**config.mk**
```make
export PLATFORM = sky130hd
export DESIGN_NAME = byte_level_utf8_unmap_top
export DESIGN_NICKNAME = d
export VERILOG_FILES = /design/src/bluu_pkg.sv /design/src/byte_level_utf8_unmap_top.sv /design/src/bluu_front.sv /design/src/bluu_queue.sv /design/src/bluu_back.sv
export VERILOG_INCLUDE_DIRS = /design/src /design/src/src
export SDC_FILE = /design/constraint.sdc
export NUM_CORES = 1
export LEC_CHECK = 0
export ABC_AREA = 0
export BUFFER_PORTS_ARGS = -buffer_cell sky130_fd_sc_hd__clkbuf_2
export CAP_MARGIN = 25
export CELL_PAD_IN_SITES_DETAIL_PLACEMENT = 1
export CELL_PAD_IN_SITES_GLOBAL_PLACEMENT = 1
export CORE_ASPECT_RATIO = 1.1
export CORE_UTILIZATION = 45
export CTS_CLUSTER_DIAMETER = 60
export DETAILED_ROUTE_END_ITERATION = 16
export PLACE_DENSITY_LB_ADDON = 0.1
export SETUP_SLACK_MARGIN = 0.02
export SLEW_MARGIN = 20
export SYNTH_ARGS = -nofsm -noshare
export SYNTH_HDL_FRONTEND = slang
export SYNTH_SLANG_ARGS = --single-unit
```
**constraint.sdc**
```tcl
create_clock -name clock -period 14.41 [get_ports clock]
set_input_delay 3.6025 -clock clock [delete_from_list [all_inputs] [get_ports clock]]
set_output_delay 3.6025 -clock clock [all_outputs]
set_load 0.01 [all_outputs]
```
**src/byte_level_utf8_unmap_top_assert.svh**
```systemverilog
// Assertion macros used by the RTL of the byte-level unmap block.
// BLUU_ASSERT_IMPL checks a consequent in the same cycle as its antecedent.
// BLUU_ASSERT_NEXT checks a consequent in the cycle after its antecedent.
`ifndef BYTE_LEVEL_UTF8_UNMAP_TOP_ASSERT_SVH
`define BYTE_LEVEL_UTF8_UNMAP_TOP_ASSERT_SVH

`ifndef SYNTHESIS
`define BLUU_ASSERT_IMPL(label, clk, rst, ante, cons) \
   label: assert property (@(posedge clk) disable iff (rst) (ante) |-> (cons)) \
      else $error("bluu assertion failed");
`define BLUU_ASSERT_NEXT(label, clk, rst, ante, cons) \
   label: assert property (@(posedge clk) disable iff (rst) (ante) |=> (cons)) \
      else $error("bluu assertion failed");
`else
`define BLUU_ASSERT_IMPL(label, clk, rst, ante, cons)
`define BLUU_ASSERT_NEXT(label, clk, rst, ante, cons)
`endif

`endif

```
**src/bluu_pkg.sv**
```systemverilog
`timescale 1ns / 1ps
package bluu_pkg;

   localparam int QUEUE_DEPTH_DEFAULT = 2;

   // Printable byte ranges that map to themselves.
   localparam logic [7:0] PRINT_LO1 = 8'h21;
   localparam logic [7:0] PRINT_HI1 = 8'h7E;
   localparam logic [7:0] PRINT_LO2 = 8'hA1;
   localparam logic [7:0] PRINT_HI2 = 8'hAC;
   localparam logic [7:0] PRINT_LO3 = 8'hAE;

   // Shifted codepoints start at 256 and end at 323.
   localparam logic [20:0] SHIFT_CP_MAX  = 21'd323;
   localparam logic [6:0]  SHIFT_RUN1    = 7'd33;
   localparam logic [6:0]  SHIFT_RUN2    = 7'd67;
   localparam logic [7:0]  SHIFT_OFFSET2 = 8'h5E;
   localparam logic [7:0]  SOFT_HYPHEN   = 8'hAD;

   // Sequence length minus one.
   typedef enum logic [1:0] {
      LEN_1 = 2'd0,
      LEN_2 = 2'd1,
      LEN_3 = 2'd2,
      LEN_4 = 2'd3
   } len_type;

   typedef struct packed {
      logic [7:0] in_byte;
      logic       in_last;
   } req_type;

   typedef struct packed {
      logic [7:0] out_byte;
      logic       out_last;
   } rsp_type;

   // One decoded sequence: the bytes to send and the index of the last one.
   typedef struct packed {
      logic [3:0][7:0] data;
      logic [1:0]      last_idx;
   } entry_type;

   typedef struct packed {
      logic      valid;
      entry_type entry;
   } qport_type;

   typedef struct packed {
      logic       hit;
      logic [7:0] raw;
   } unmap_type;

   function automatic len_type seq_len(logic [7:0] lead);
      len_type r;
      if (lead[7] == 1'b0) begin
         r = LEN_1;
      end else if (lead[7:5] == 3'b110) begin
         r = LEN_2;
      end else if (lead[7:4] == 4'b1110) begin
         r = LEN_3;
      end else begin
         r = LEN_4;
      end
      return r;
   endfunction

   function automatic logic is_printable(logic [7:0] b);
      return ((b >= PRINT_LO1) && (b <= PRINT_HI1)) ||
             ((b >= PRINT_LO2) && (b <= PRINT_HI2)) ||
             (b >= PRINT_LO3);
   endfunction

   // Inverse of the byte-to-unicode table.
   function automatic unmap_type unmap_cp(logic [20:0] cp);
      unmap_type r;
      logic [6:0] n;
      n     = cp[6:0];
      r.hit = 1'b0;
      r.raw = cp[7:0];
      if (cp[20:8] == 13'd0) begin
         r.hit = is_printable(cp[7:0]);
      end else if (cp <= SHIFT_CP_MAX) begin
         r.hit = 1'b1;
         if (n < SHIFT_RUN1) begin
            r.raw = {1'b0, n};
         end else if (n < SHIFT_RUN2) begin
            r.raw = {1'b0, n} + SHIFT_OFFSET2;
         end else begin
            r.raw = SOFT_HYPHEN;
         end
      end
      return r;
   endfunction

endpackage

```
**src/byte_level_utf8_unmap_top.sv**
```systemverilog
`timescale 1ns / 1ps
// Byte-level vocabulary string decoder. Each request carries one byte of a
// mapped UTF-8 string in in_byte, with in_last set on the string's final byte.
// The lead byte of a sequence fixes its length, from one to four bytes. When a
// sequence is complete its codepoint is looked up in the inverse byte-to-unicode
// table: a hit yields one raw byte, a miss yields the sequence's original bytes.
// Each completed sequence produces one to four results on the rsp_ channel, and
// out_last marks the final result of the request that completed it. Requests
// that only extend a sequence produce nothing, and a sequence cut short by
// in_last is dropped.
// The first result of a completing request passes the queue and the back end's
// current entry and output registers. One request is taken and one result
// leaves per cycle, each while its stall is low; the single output register of
// the back end sets the result rate. req_stall rises while the queue between
// the front and back ends is full. rsp_stall holds the current result steady;
// the front keeps accepting until the queue fills. Reset clears the partial
// sequence, the queue and the output.
module byte_level_utf8_unmap_top
   import bluu_pkg::*;
#(
   parameter int QUEUE_DEPTH = QUEUE_DEPTH_DEFAULT
) (
   input  logic    clock,
   input  logic    reset,
   input  logic    req_valid,
   output logic    req_stall,
   input  req_type req_data,
   output logic    rsp_valid,
   input  logic    rsp_stall,
   output rsp_type rsp_data
);

   // Decoded sequences flow from the front end into the queue.
   qport_type push;
   // The head of the queue is offered to the back end, which pops it.
   qport_type head;
   logic      q_full;
   logic      pop;

   // The front end assembles sequences and performs the table lookup.
   bluu_front u_front (
      .clock     (clock),
      .reset     (reset),
      .req_valid (req_valid),
      .req_stall (req_stall),
      .req_data  (req_data),
      .q_full    (q_full),
      .push      (push)
   );

   // The short queue lets the front keep accepting while results drain.
   bluu_queue #(
      .QUEUE_DEPTH (QUEUE_DEPTH)
   ) u_queue (
      .clock (clock),
      .reset (reset),
      .push  (push),
      .full  (q_full),
      .head  (head),
      .pop   (pop)
   );

   // The back end sends each sequence's bytes out one result per cycle while rsp_stall is low.
   bluu_back u_back (
      .clock     (clock),
      .reset     (reset),
      .head      (head),
      .pop       (pop),
      .rsp_valid (rsp_valid),
      .rsp_stall (rsp_stall),
      .rsp_data  (rsp_data)
   );

endmodule

```
**src/bluu_front.sv**
```systemverilog
`timescale 1ns / 1ps
module bluu_front
   import bluu_pkg::*;
(
   input  logic      clock,
   input  logic      reset,
   input  logic      req_valid,
   output logic      req_stall,
   input  req_type   req_data,
   input  logic      q_full,
   output qport_type push
);

   logic [7:0]      held_ff [3];
   logic [1:0]      count_ff;
   logic [1:0]      count_in;
   logic            accept;
   logic [3:0][7:0] seq;
   len_type         len;
   logic            complete;
   logic [20:0]     cp;
   unmap_type       look;

   assign req_stall = q_full;
   assign accept    = req_valid && !q_full;

   // Held bytes first, the new byte in the next free slot.
   always_comb begin
      for (int k = 0; k < 3; k++) begin
         seq[k] = (2'(k) < count_ff) ? held_ff[k] : req_data.in_byte;
      end
      seq[3] = req_data.in_byte;
   end

   assign len      = seq_len(seq[0]);
   assign complete = (count_ff == len);

   always_comb begin
      unique case (len)
         LEN_1:   cp = {13'd0, seq[0]};
         LEN_2:   cp = {10'd0, seq[0][4:0], seq[1][5:0]};
         LEN_3:   cp = {5'd0, seq[0][3:0], seq[1][5:0], seq[2][5:0]};
         LEN_4:   cp = {seq[0][2:0], seq[1][5:0], seq[2][5:0], seq[3][5:0]};
         default: cp = '0;
      endcase
   end

   assign look = unmap_cp(cp);

   always_comb begin
      push.valid = accept && complete;
      if (look.hit) begin
         push.entry.data     = {24'd0, look.raw};
         push.entry.last_idx = 2'd0;
      end else begin
         push.entry.data     = seq;
         push.entry.last_idx = len;
      end
   end

   always_comb begin
      count_in = count_ff;
      if (accept) begin
         count_in = complete ? 2'd0 : count_ff + 2'd1;
         if (req_data.in_last) begin
            count_in = 2'd0;
         end
      end
   end

   always_ff @(posedge clock) begin
      if (reset) begin
         count_ff <= 2'd0;
      end else begin
         count_ff <= count_in;
      end
   end

   always_ff @(posedge clock) begin
      if (accept && !complete && (count_ff != 2'd3)) begin
         held_ff[count_ff] <= req_data.in_byte;
      end
   end

endmodule

```
**src/bluu_queue.sv**
```systemverilog
`timescale 1ns / 1ps
`include "byte_level_utf8_unmap_top_assert.svh"
module bluu_queue
   import bluu_pkg::*;
#(
   parameter int QUEUE_DEPTH = QUEUE_DEPTH_DEFAULT
) (
   input  logic      clock,
   input  logic      reset,
   input  qport_type push,
   output logic      full,
   output qport_type head,
   input  logic      pop
);

   localparam int PTR_W = (QUEUE_DEPTH > 1) ? $clog2(QUEUE_DEPTH) : 1;
   localparam int CNT_W = $clog2(QUEUE_DEPTH + 1);
   localparam logic [PTR_W-1:0] PTR_LAST = PTR_W'(QUEUE_DEPTH - 1);
   localparam logic [CNT_W-1:0] CNT_FULL = CNT_W'(QUEUE_DEPTH);

   entry_type        mem_ff [QUEUE_DEPTH];
   logic [PTR_W-1:0] wr_ptr_ff;
   logic [PTR_W-1:0] rd_ptr_ff;
   logic [CNT_W-1:0] cnt_ff;
   logic             do_push;
   logic             do_pop;

   assign full       = (cnt_ff == CNT_FULL);
   assign head.valid = (cnt_ff != '0);
   assign head.entry = mem_ff[rd_ptr_ff];
   assign do_push    = push.valid && !full;
   assign do_pop     = pop && head.valid;

   always_ff @(posedge clock) begin
      if (reset) begin
         wr_ptr_ff <= '0;
         rd_ptr_ff <= '0;
         cnt_ff    <= '0;
      end else begin
         if (do_push) begin
            wr_ptr_ff <= (wr_ptr_ff == PTR_LAST) ? '0 : wr_ptr_ff + 1'b1;
         end
         if (do_pop) begin
            rd_ptr_ff <= (rd_ptr_ff == PTR_LAST) ? '0 : rd_ptr_ff + 1'b1;
         end
         if (do_push && !do_pop) begin
            cnt_ff <= cnt_ff + 1'b1;
         end else if (do_pop && !do_push) begin
            cnt_ff <= cnt_ff - 1'b1;
         end
      end
   end

   always_ff @(posedge clock) begin
      if (do_push) begin
         mem_ff[wr_ptr_ff] <= push.entry;
      end
   end

   `BLUU_ASSERT_IMPL(a_cnt_bound, clock, reset, 1'b1, cnt_ff <= CNT_FULL)
   `BLUU_ASSERT_IMPL(a_no_push_full, clock, reset, push.valid, !full)
   `BLUU_ASSERT_IMPL(a_no_pop_empty, clock, reset, pop, head.valid)
   `BLUU_ASSERT_NEXT(a_pop_drains, clock, reset, do_pop && !do_push, cnt_ff == $past(cnt_ff) - 1'b1)

endmodule

```
**src/bluu_back.sv**
```systemverilog
`timescale 1ns / 1ps
module bluu_back
   import bluu_pkg::*;
(
   input  logic      clock,
   input  logic      reset,
   input  qport_type head,
   output logic      pop,
   output logic      rsp_valid,
   input  logic      rsp_stall,
   output rsp_type   rsp_data
);

   logic      cur_valid_ff;
   entry_type cur_ff;
   logic [1:0] idx_ff;
   logic      out_valid_ff;
   rsp_type   out_ff;
   logic      out_free;
   logic      emit;
   logic      cur_done;
   logic      cur_load;

   assign out_free = !out_valid_ff || !rsp_stall;
   assign emit     = cur_valid_ff && out_free;
   assign cur_done = emit && (idx_ff == cur_ff.last_idx);
   assign cur_load = head.valid && (!cur_valid_ff || cur_done);
   assign pop      = cur_load;

   assign rsp_valid = out_valid_ff;
   assign rsp_data  = out_ff;

   always_ff @(posedge clock) begin
      if (reset) begin
         cur_valid_ff <= 1'b0;
         out_valid_ff <= 1'b0;
         idx_ff       <= 2'd0;
      end else begin
         if (cur_load) begin
            cur_valid_ff <= 1'b1;
            idx_ff       <= 2'd0;
         end else if (cur_done) begin
            cur_valid_ff <= 1'b0;
         end else if (emit) begin
            idx_ff <= idx_ff + 2'd1;
         end
         if (emit) begin
            out_valid_ff <= 1'b1;
         end else if (out_free) begin
            out_valid_ff <= 1'b0;
         end
      end
   end

   always_ff @(posedge clock) begin
      if (cur_load) begin
         cur_ff <= head.entry;
      end
      if (emit) begin
         out_ff.out_byte <= cur_ff.data[idx_ff];
         out_ff.out_last <= (idx_ff == cur_ff.last_idx);
      end
   end

endmodule

```
==> impl_metrics.py, run 1 <==
metrics = {
    "run_status": {
        "run_status": "completed",
    },
    "critical_path": {
        "worstPathCellList": "clkbuf_2, mux2i_4, a221oi_2, a221oi_2, ha_1, inv_1, o2111a_1, o21a_1, or2_1, or2_2, mux2_1",
        "crit_path_start_kind": "primary input",
        "critical_path.reg2reg.startpoint": "u_front.count_ff[1]",
        "worstPathRequired_ns": 14.56,
        "number_of_cells_on_the_worst_reg_to_reg_path": 13,
        "critical_path_buf_inv_count": 2,
        "critPathMaxStageDelay_ns": 0.67,
        "setup.worst_path.class": "primary input to register",
        "crit_path_end_kind": "register",
        "cp_common_cell": "a221oi_2",
        "crit_family": "compound AO/OA/AOI/OAI gates",
        "worstPathMaxFanout": 33,
        "worst_path_max_delay_cell": "a221oi_2",
        "timing.critical_path.arrival_ns": 7.32,
        "first_element_of_the_critical_path": "req_data[8]",
        "cp.depth": 11,
    },
    "timing": {
        "timing.fmax_mhz": 139,
        "max_slew.worst_pin.slew_ns": 0.967,
        "period_needed_ns": 7.17,
        "worst_clock_skew_ns": 0.0113,
        "setup_ws_ns": 7.24,
        "setup-tns-final_ns": 0,
        "unrepaired_setup_endpoints_after_global_routing": "no",
        "slew_violations": 0,
        "final-hold-violation-count": 0,
        "worst_slew_margin_rel_pct": 35.5,
        "final-setup-viol-count": 0,
        "timing.final.crit_share_pct": 49.8,
    },
    "die": {
        "floorplan.die_area_um2": 15700,
        "die_h_um": 132,
        "pin_count": 24,
        "floorplan.rows": 46,
        "core_area_um2": 14700,
        "floorplan.die.width_um": 120,
        "floorplan.initialDensity_pct": 46.8,
    },
    "grt": {
        "grt_antenna_before_repair": 0,
        "grt_max_degree": 39,
        "global_route.overflow_total": 0,
        "grt_pass1_wl_um": 24900,
        "groute.usage.overall_pct": 21.3,
        "first_global_vias": 4350,
    },
    "synthesis": {
        "synth_sequential_area_ratio_pct": 62.0,
        "synth.yosys.warnings": 0,
        "synth_compound_area_share_pct": 8.75,
        "ys_async_sr_fraction_pct": 0,
        "synth_edf_count": 135,
        "synth-xor-area-share_pct": 1.15,
        "syn-mean-instance-area_um2": 14.0,
        "postSynthRegisterBits": 145,
        "post_synth_fa_ha_maj_area_fraction_pct": 2.01,
        "portion_of_netlist_area_occupied_by_mux_cells_pct": 13.3,
        "synth.cell_area_um2": 6860,
        "synth_top_family_by_area": "multiplexers",
        "post_synth_and_or_nand_nor_area_fraction_pct": 9.48,
        "ys.flop_type": "edfxtp_1",
        "syn_inst": 490,
        "synth_cell_type_count": 72,
        "number_of_nets_in_the_synthesized_netlist": 514,
    },
    "cts": {
        "cts_hold_buf": 0,
        "postCtsResizedCells": 0,
        "cts.htree.levels": 4,
        "post_cts_buffers": 0,
        "cts_root_buf": "clkbuf_16",
        "worst_skew_pair.late_latency_ns": 0.41,
        "clkSinkCount": 145,
        "clk_transition_reported_paths_ns": 0.06,
        "cts-buffers-inserted": 17,
        "ctsLongestPathBuffers": 2,
        "tritoncts_clock_tree": "yes",
    },
    "drt": {
        "ant_nets": 0,
        "drc": 0,
        "routed-via-count": 4138,
        "route.detailed.vias_per_inst": 5.77,
        "finalWirelength_um": 15700,
        "routed_wire_length_per_instance_um": 21.9,
        "dr.pass1.iters": 5,
        "drt_iter0_drc": 294,
    },
    "finish": {
        "layout.cells.most_common": "edfxtp_1",
        "n_diodes": 0,
        "area_delta_synth_final_pct": 11.6,
        "finalNonFillerCells": 717,
        "num-nets-final": 536,
        "mostFrequentLayoutCells": "edfxtp_1, nor2_1, mux2_2",
        "post_route_cells_drive_above_1_share_pct": 22.7,
    },
    "place": {
        "port-buffer-count": 23,
        "detailedPlace.worstSlack_ns": 6.65,
        "gp_routability_congestion": 0.855,
        "detailed_place_hpwl_um": 11000,
        "inst_count_dp": 685,
    },
    "worst_hold_path": {
        "worstHoldStart": "u_back.cur_valid_ff",
        "whs_path_depth": 2,
        "min_path_type": "register to register",
    },
    "pwr": {
        "vdd.ir_drop.worst_v": 0.0000808,
        "power.static_leakage_uw": 0.00264,
        "design_power_total_uw": 1340,
        "powerDensity_nw_per_um2": 175,
    },
    "flow_run": {
        "timing.max_cap.violations": 0,
    },
}
==> final timing paths <==
kind,to,slack (ns)
hold / removal,u_back.rsp_valid,0.49
setup reg to reg,u_queue.mem_ff[1][4],8.86
hold reg to reg,u_back.rsp_valid,0.49
setup / recovery,u_queue.mem_ff[1][4],7.24
==> cells in the mapped netlist, types with 3 or more instances <==
master | count | share of area, %
edfxtp_1 | 135 | 59
nor2_1 | 48 | 2.6
mux2_2 | 38 | 6.2
mux2i_1 | 24 | 3.5
nand2_1 | 20 | 1.1
inv_1 | 19 | 1.0
o21ai_0 | 13 | 0.95
a21oi_1 | 12 | 0.88
ha_1 | 11 | 2.0
nor3_1 | 11 | 0.80
clkbuf_1 | 10 | 0.55
dfxtp_1 | 10 | 2.9
mux4_2 | 8 | 2.6
and2_1 | 7 | 0.64
buf_2 | 7 | 0.51
buf_6 | 7 | 1.1
nand3_1 | 7 | 0.51
o211ai_1 | 6 | 0.66
nor3b_1 | 5 | 0.55
o22ai_1 | 5 | 0.46
xnor2_1 | 5 | 0.64
nor2b_1 | 4 | 0.36
nor4_1 | 4 | 0.36
xor2_1 | 4 | 0.51
a211oi_1 | 3 | 0.33
a21o_1 | 3 | 0.33
a22oi_1 | 3 | 0.33
a32o_1 | 3 | 0.44
nand2b_1 | 3 | 0.27
o21a_1 | 3 | 0.33
or2_1 | 3 | 0.27
==> per-layer routing <==
layer,global-route usage (%),vias up,share of wire (%)
li1,-,1924,-
met1,27.7,2076,45
met2,34.3,106,49
met3,4.51,32,3.4
met4,9.03,0,2.7
met5,0,-,0
==> cells by family (layout without fill, tap and decap cells) <==
kind of cell             count (synthesis)  after routing
flip-flops                             145            145
buffers and inverters                   45             80
adder cells (fa/ha/maj)                 11             11
XOR/XNOR                                 9              9
AO/OA/AOI/OAI                           78             78
AND/OR/NAND/NOR                        128            128
multiplexers                            74             74
==> state kept, by name (all words and copies together) (netlist names) <==
signal and count:
u_back.cur_valid_ff 1, u_queue.wr_ptr_ff 1, u_back.idx_ff 2, u_front.count_ff 2, u_queue.cnt_ff 2, u_back.cur_ff 34, u_back.rsp_valid 1, u_queue.rd_ptr_ff 1
u_queue.mem_ff 68, u_back.rsp_data 9, u_front.held_ff 24
==> worst reg2reg max path, stage by stage (launching register included) <==
cell and delay (ns):
dfxtp_1 0.96, inv_1 0.27, ha_1 0.26, buf_4 0.24, mux2i_4 0.63, a221oi_2 0.15, a221oi_2 0.67, ha_1 0.26
inv_1 0.04, o2111a_1 0.27, o21a_1 0.20, or2_1 0.32, or2_2 0.58, mux2_1 0.44
==> power by group <==
part	internal (µW)	leakage [µW]	switching, µW	total, µW
Combinational	127	0.00104	183	310
Clock	237	0.000265	167	404
Sequential	588	0.00134	35.3	623
==> area by class of cell <==
type | instances | area (µm²)
Fill cell | 1443 | 7020
Sequential cell | 145 | 4250
Multi-Input combinational cell | 300 | 2380
Clock buffer | 19 | 433
Tap cell | 192 | 240
Timing Repair Buffer | 29 | 163
Clock inverter | 13 | 111
Inverter | 19 | 71.3
==> per-stage QoR <==
stage | area, µm² | util (%) | hold WS [ns]
final | 7660 | 52.2 | 0.493
after global placement | 7100 | 48.4 | 0.450
after CTS | 7660 | 52.2 | 0.502
after detailed placement | 7110 | 48.5 | 0.488
after floorplan | 6860 | - | 0.446
after global routing | 7660 | 52.2 | 0.523
Power figures use the tool's default switching activity.
==> run 2: changes to the inputs <==
==> constraint.sdc (replaced) <==
create_clock -name clock -period 6.6 [get_ports clock]
set_input_delay 1.65 -clock clock [delete_from_list [all_inputs] [get_ports clock]]
set_output_delay 1.65 -clock clock [all_outputs]
set_load 0.01 [all_outputs]
==> run 2 against run 1 <==
Compared with the run above: flip-flop and latch count unchanged; clock skew up 0.0027 ns; global-route usage barely moved; wire length decreased by 1.6%; highest routed layer unchanged.
==> impl_metrics.py, run 2 (synthesis gave the netlist of run 1 again) <==
metrics = {
    "finish": {
        "area_of_combinational_cells_with_multiple_inputs_um2": 2390,
        "area_delta_synth_final_pct": 13.1,
        "layout.cells.most_common": "edfxtp_1",
        "mostFrequentLayoutCells": "edfxtp_1, nor2_1, mux2_2",
        "final_core_util_pct": 52.9,
        "registers.top_by_ff_count": "u_queue.mem_ff",
        "register_area_um2": 4250,
        "n_diodes": 0,
        "largest_register_ffs": 68,
        "num-nets-final": 540,
        "finalNonFillerCells": 721,
        "largest_registers": "u_queue.mem_ff x68, u_back.cur_ff x34, u_front.held_ff x24",
        "count_of_fill_cells_added_during_filler_insertion": 1460,
        "post_route_cells_drive_above_1_share_pct": 23.6,
    },
    "worst_hold_path": {
        "min_path_type": "register to register",
        "whs_path_depth": 2,
        "min_delay_worst_endpoint": "u_back.rsp_valid",
        "worstHoldStart": "u_back.cur_valid_ff",
    },
    "timing": {
        "unrepaired_setup_endpoints_after_global_routing": "no",
        "timing.final.crit_share_pct": 79.1,
        "setup-tns-final_ns": 0,
        "max_slew.worst_pin.slew_ns": 1.01,
        "worst_clock_skew_ns": 0.0140,
        "setup_ws_ns": 1.38,
        "timing.fmax_mhz": 191,
        "period_needed_ns": 5.22,
        "final-hold-violation-count": 0,
        "worst_slew_margin_rel_pct": 32.6,
        "final-setup-viol-count": 0,
        "slew_violations": 0,
    },
    "pwr": {
        "powerDensity_nw_per_um2": 390,
        "vdd.ir_drop.worst_v": 0.000176,
        "power.static_leakage_uw": 0.00270,
    },
    "critical_path": {
        "crit_path_start_kind": "primary input",
        "timing.critical_path.arrival_ns": 5.37,
        "reg2reg_to": "u_queue.mem_ff[1][4]",
        "critical_path.reg2reg.startpoint": "u_front.count_ff[1]",
        "setup.worst_path.class": "primary input to register",
        "number_of_cells_on_the_worst_reg_to_reg_path": 12,
        "crit_path_end_kind": "register",
        "worstPathMaxFanout": 33,
        "reg2reg_setup_slack_ns": 1.40,
        "worstPathRequired_ns": 6.74,
    },
    "cts": {
        "tritoncts_clock_tree": "yes",
        "cts_root_buf": "clkbuf_16",
        "cts-buffers-inserted": 17,
        "clkSinkCount": 145,
        "worst_skew_pair.late_latency_ns": 0.42,
        "ctsLongestPathBuffers": 2,
        "cts_hold_buf": 0,
        "clk_transition_reported_paths_ns": 0.06,
        "post_cts_buffers": 0,
        "postCtsResizedCells": 0,
        "cts.htree.levels": 4,
    },
    "drt": {
        "routed-via-count": 4094,
        "finalWirelength_um": 15500,
        "dr.pass1.iters": 4,
        "routed_wire_length_per_instance_um": 21.5,
        "drt_iter0_drc": 235,
        "drc": 0,
        "ant_nets": 0,
        "route.detailed.vias_per_inst": 5.68,
    },
    "grt": {
        "grt_max_degree": 39,
        "groute.usage.overall_pct": 21.3,
        "global_route.overflow_total": 0,
        "grt_pass1_wl_um": 24900,
        "grt_antenna_before_repair": 0,
        "first_global_vias": 4376,
    },
    "die": {
        "pin_count": 24,
        "core_area_um2": 14700,
        "die_h_um": 132,
        "floorplan.initialDensity_pct": 46.8,
        "floorplan.rows": 46,
        "floorplan.die_area_um2": 15700,
        "floorplan.die.width_um": 120,
    },
    "run_status": {
        "run_status": "completed",
    },
    "place": {
        "port-buffer-count": 23,
        "gp_routability_congestion": 0.876,
        "detailedPlace.worstSlack_ns": 1.04,
        "detailed_place_hpwl_um": 10900,
        "inst_count_dp": 689,
    },
    "flow_run": {
        "timing.max_cap.violations": 0,
    },
}
-- run 2: cell types whose count changed in the layout (fill, tap and decap cells not counted), sizes merged --
cell	before	now
bufinv	1	3
clkbuf	42	47
clkinv	8	4
inv	22	19
buf	5	9
-- run 2: worst max path at each step --
| stage | slack, ns | depth (start not counted) | from | to |
|---|---|---|---|---|
| after floorplan | 1.22 | 7 | req_data[7] | u_queue.mem_ff[0][0] |
| after global placement | 1.09 | 10 | req_data[8] | u_queue.mem_ff[0][3] |
| after detailed placement | 1.04 | 10 | req_data[8] | u_queue.mem_ff[1][4] |
| after CTS | 1.44 | 10 | req_data[8] | u_queue.mem_ff[1][4] |
| after global routing | 1.04 | 12 | u_front.count_ff[1] | u_queue.mem_ff[1][4] |
| final | 1.38 | 10 | req_data[8] | u_queue.mem_ff[1][4] |
-- run 2: per-stage QoR --
step / cell area (µm²) / power, µW / hold slack (ns)
after floorplan: 6860 / 1870 / 0.446
after global placement: 7130 / 2040 / 0.453
after detailed placement: 7140 / 2080 / 0.481
after CTS: 7760 / 3070 / 0.491
after global routing: 7760 / 3170 / 0.518
final: 7760 / 3030 / 0.486
-- run 2: worst max-delay path, cell delays in order --
cell	delay, ns
clkbuf_2	0.21
mux2i_4	0.67
o22ai_1	0.13
a222oi_1	0.81
nand3_1	0.30
nor4_1	0.44
or2_1	0.29
or2_1	0.14
buf_4	0.31
mux2_1	0.39
-- run 2: power breakdown --
group	switching [µW]	internal [µW]	total (µW)	leakage [µW]
Sequential	75.3	1280	1360	0.00134
Combinational	403	282	685	0.00106
Clock	351	636	987	0.000301
Total	829	2200	3030	0.00270
-- run 2: area by class of cell --
| type | count | area share, % |
|---|---|---|
| sequential | 145 | 54.8 |
| multi-input combinational | 300 | 30.7 |
| clock buffer | 24 | 6.33 |
| tap | 192 | 3.09 |
| timing repair buffer | 33 | 2.48 |
| clock inverter | 8 | 1.66 |
| inverter | 19 | 0.918 |
-- run 2: routing by layer --
metal | up-vias | track usage (%) | part of all wire (%)
li1 | 1926 | - | -
met1 | 2074 | 28.4 | 45
met2 | 68 | 34.1 | 49
met3 | 26 | 4.30 | 3.4
met4 | 0 | 8.54 | 2.4
met5 | - | 0 | 0
==> run 3: changes to the inputs <==
==> constraint.sdc (replaced) <==
create_clock -name clock -period 4.8 [get_ports clock]
set_input_delay 1.2 -clock clock [delete_from_list [all_inputs] [get_ports clock]]
set_output_delay 1.2 -clock clock [all_outputs]
set_load 0.01 [all_outputs]
==> run 3 against run 2 <==
Compared with the run above: combinational power rose by 41%; critical endpoint is now u_queue.mem_ff[1][3]; non-clock buffer count up 6; cell area up 0.85%; critical path type is now register to register; via count up 0.90%.
==> impl_metrics.py, run 3 (synthesis gave the netlist of run 1 again) <==
metrics = {
    "run_status": {
        "run_status": "completed",
    },
    "cts": {
        "ctsLongestPathBuffers": 2,
        "clk_transition_reported_paths_ns": 0.06,
        "cts_root_buf": "clkbuf_16",
        "clkSinkCount": 145,
        "cts_hold_buf": 0,
        "worst_skew_pair.late_latency_ns": 0.42,
        "cts.htree.levels": 4,
        "tritoncts_clock_tree": "yes",
        "cts-buffers-inserted": 17,
    },
    "timing": {
        "worst_slew_margin_rel_pct": 48.9,
        "slew_violations": 0,
        "unrepaired_setup_endpoints_after_global_routing": "no",
        "finalHoldWorstSlack_ns": 0.493,
        "timing.final.crit_share_pct": 90.3,
        "worst_clock_skew_ns": 0.00765,
        "timing.fmax_mhz": 231,
        "setup-tns-final_ns": 0,
        "period_needed_ns": 4.34,
        "final-hold-violation-count": 0,
        "max_slew.worst_pin.slew_ns": 0.765,
        "final-setup-viol-count": 0,
    },
    "finish": {
        "largest_register_ffs": 68,
        "n_diodes": 0,
        "registers.top_by_ff_count": "u_queue.mem_ff",
        "register_area_um2": 4250,
        "layout.cells.most_common": "edfxtp_1",
        "area_delta_synth_final_pct": 14.1,
        "post_route_cells_drive_above_1_share_pct": 24.5,
        "mostFrequentLayoutCells": "edfxtp_1, nor2_1, mux2_2",
        "num-nets-final": 546,
        "largest_registers": "u_queue.mem_ff x68, u_back.cur_ff x34, u_front.held_ff x24",
        "area_of_combinational_cells_with_multiple_inputs_um2": 2390,
        "count_of_fill_cells_added_during_filler_insertion": 1442,
    },
    "pwr": {
        "power.combinational.fraction_pct": 23.1,
        "power_report.internal_total_uw": 3030,
        "clock_power_share_pct": 32.4,
        "net_switching_share_of_the_total_power_pct": 27.7,
        "design_power_total_uw": 4200,
        "power_frac_seq_pct": 44.5,
        "power.net_switching_uw": 1160,
        "powerDensity_nw_per_um2": 536,
        "vdd.ir_drop.worst_v": 0.000249,
        "power.static_leakage_uw": 0.00274,
    },
    "drt": {
        "route.detailed.vias_per_inst": 5.68,
        "dr.pass1.iters": 4,
        "ant_nets": 0,
        "drc": 0,
        "routed_wire_length_per_instance_um": 22.2,
        "finalWirelength_um": 16100,
        "drt_iter0_drc": 314,
        "routed-via-count": 4131,
    },
    "die": {
        "floorplan.die.width_um": 120,
        "floorplan.initialDensity_pct": 46.8,
        "floorplan.rows": 46,
        "floorplan.die_area_um2": 15700,
        "die_h_um": 132,
        "pin_count": 24,
        "core_area_um2": 14700,
    },
    "critical_path": {
        "crit_path_start_kind": "register",
        "crit_path_end_kind": "register",
        "worstPathRequired_ns": 5.03,
        "worstPathMaxFanout": 32,
        "timing.critical_path.arrival_ns": 4.57,
        "setup.worst_path.class": "register to register",
    },
    "worst_hold_path": {
        "min_path_type": "register to register",
    },
    "flow_run": {
        "timing.max_cap.violations": 0,
    },
    "place": {
        "port-buffer-count": 23,
        "detailed_place_hpwl_um": 11300,
        "gp_routability_congestion": 0.859,
    },
    "grt": {
        "busiest_layer": "met2",
        "global_route.overflow_total": 0,
        "grt.met2_usage_pct": 35.5,
        "first_global_vias": 4375,
        "grt_use_met1_pct": 29.5,
        "grt_pass1_wl_um": 25600,
        "grt_antenna_before_repair": 0,
        "groute.usage.overall_pct": 22.1,
        "grt_util_met3_pct": 5.03,
        "grt_max_degree": 39,
    },
}
## run 3: stage by stage
| stage | utilization, % | instance area, µm² | instances | worst slack (ns) |
|---|---|---|---|---|
| 2_1_floorplan | - | 6870 | 490 | 0.464 |
| 3_3_place_gp | 49.1 | 7200 | 695 | 0.408 |
| 3_5_place_dp | 49.1 | 7200 | 695 | 0.376 |
| 4_1_cts | 53.3 | 7830 | 727 | 0.361 |
| 5_1_grt | 53.4 | 7830 | 727 | 0.214 |
| 6_report | 53.4 | 7830 | 727 | 0.465 |
## run 3: cell type report
| type | instances | area share, % |
|---|---|---|
| clock buffer | 27 | 7.24 |
| clock inverter | 5 | 0.751 |
| inverter | 19 | 0.911 |
| multi-input combinational | 300 | 30.5 |
| sequential | 145 | 54.3 |
| tap | 192 | 3.07 |
| timing repair buffer | 39 | 3.16 |
## run 3: timing repair
action                                  4_1_cts  5_1_grt
endpoints found under the setup margin        0        9
gates resized for setup                       0        1
buffers inserted                              0        0
## run 3: path summary, 6_finish.rpt
kind	start	end	slack [ns]	cells past startpoint
setup / recovery	u_front.count_ff[1]	u_queue.mem_ff[1][3]	0.46	13
hold / removal	u_back.cur_valid_ff	u_back.rsp_valid	0.49	2
setup reg to reg	u_front.count_ff[1]	u_queue.mem_ff[1][3]	0.46	13
hold reg to reg	u_back.cur_valid_ff	u_back.rsp_valid	0.49	2
## run 3: power by group through the flow
stage	registers (µW)	logic, µW	clock network (µW)
floorplan	1860	706	0
global route	1900	1060	1440
CTS	1880	988	1390
global placement	1880	954	0
detailed placement	1900	977	0
finish	1870	969	1360
## run 3: worst max-delay path, cell delays in order (launching register included)
cell and delay, ns:
dfxtp_1 0.32, buf_4 0.27, ha_1 0.67, mux2i_1 0.28, buf_4 0.18, a221oi_1 0.06
or4_1 0.67, o21a_1 0.23, a211oi_1 0.30, o21a_1 0.20, or2_1 0.24, or2_1 0.21
buf_12 0.21, mux2i_1 0.29
## run 3: per-layer routing
metal  part of all wire, %  vias to the layer above
met4                   1.9                        0
li1                      -                     1944
met2                    50                       76
met3                   2.9                       15
met5                     0                        -
met1                    45                     2096
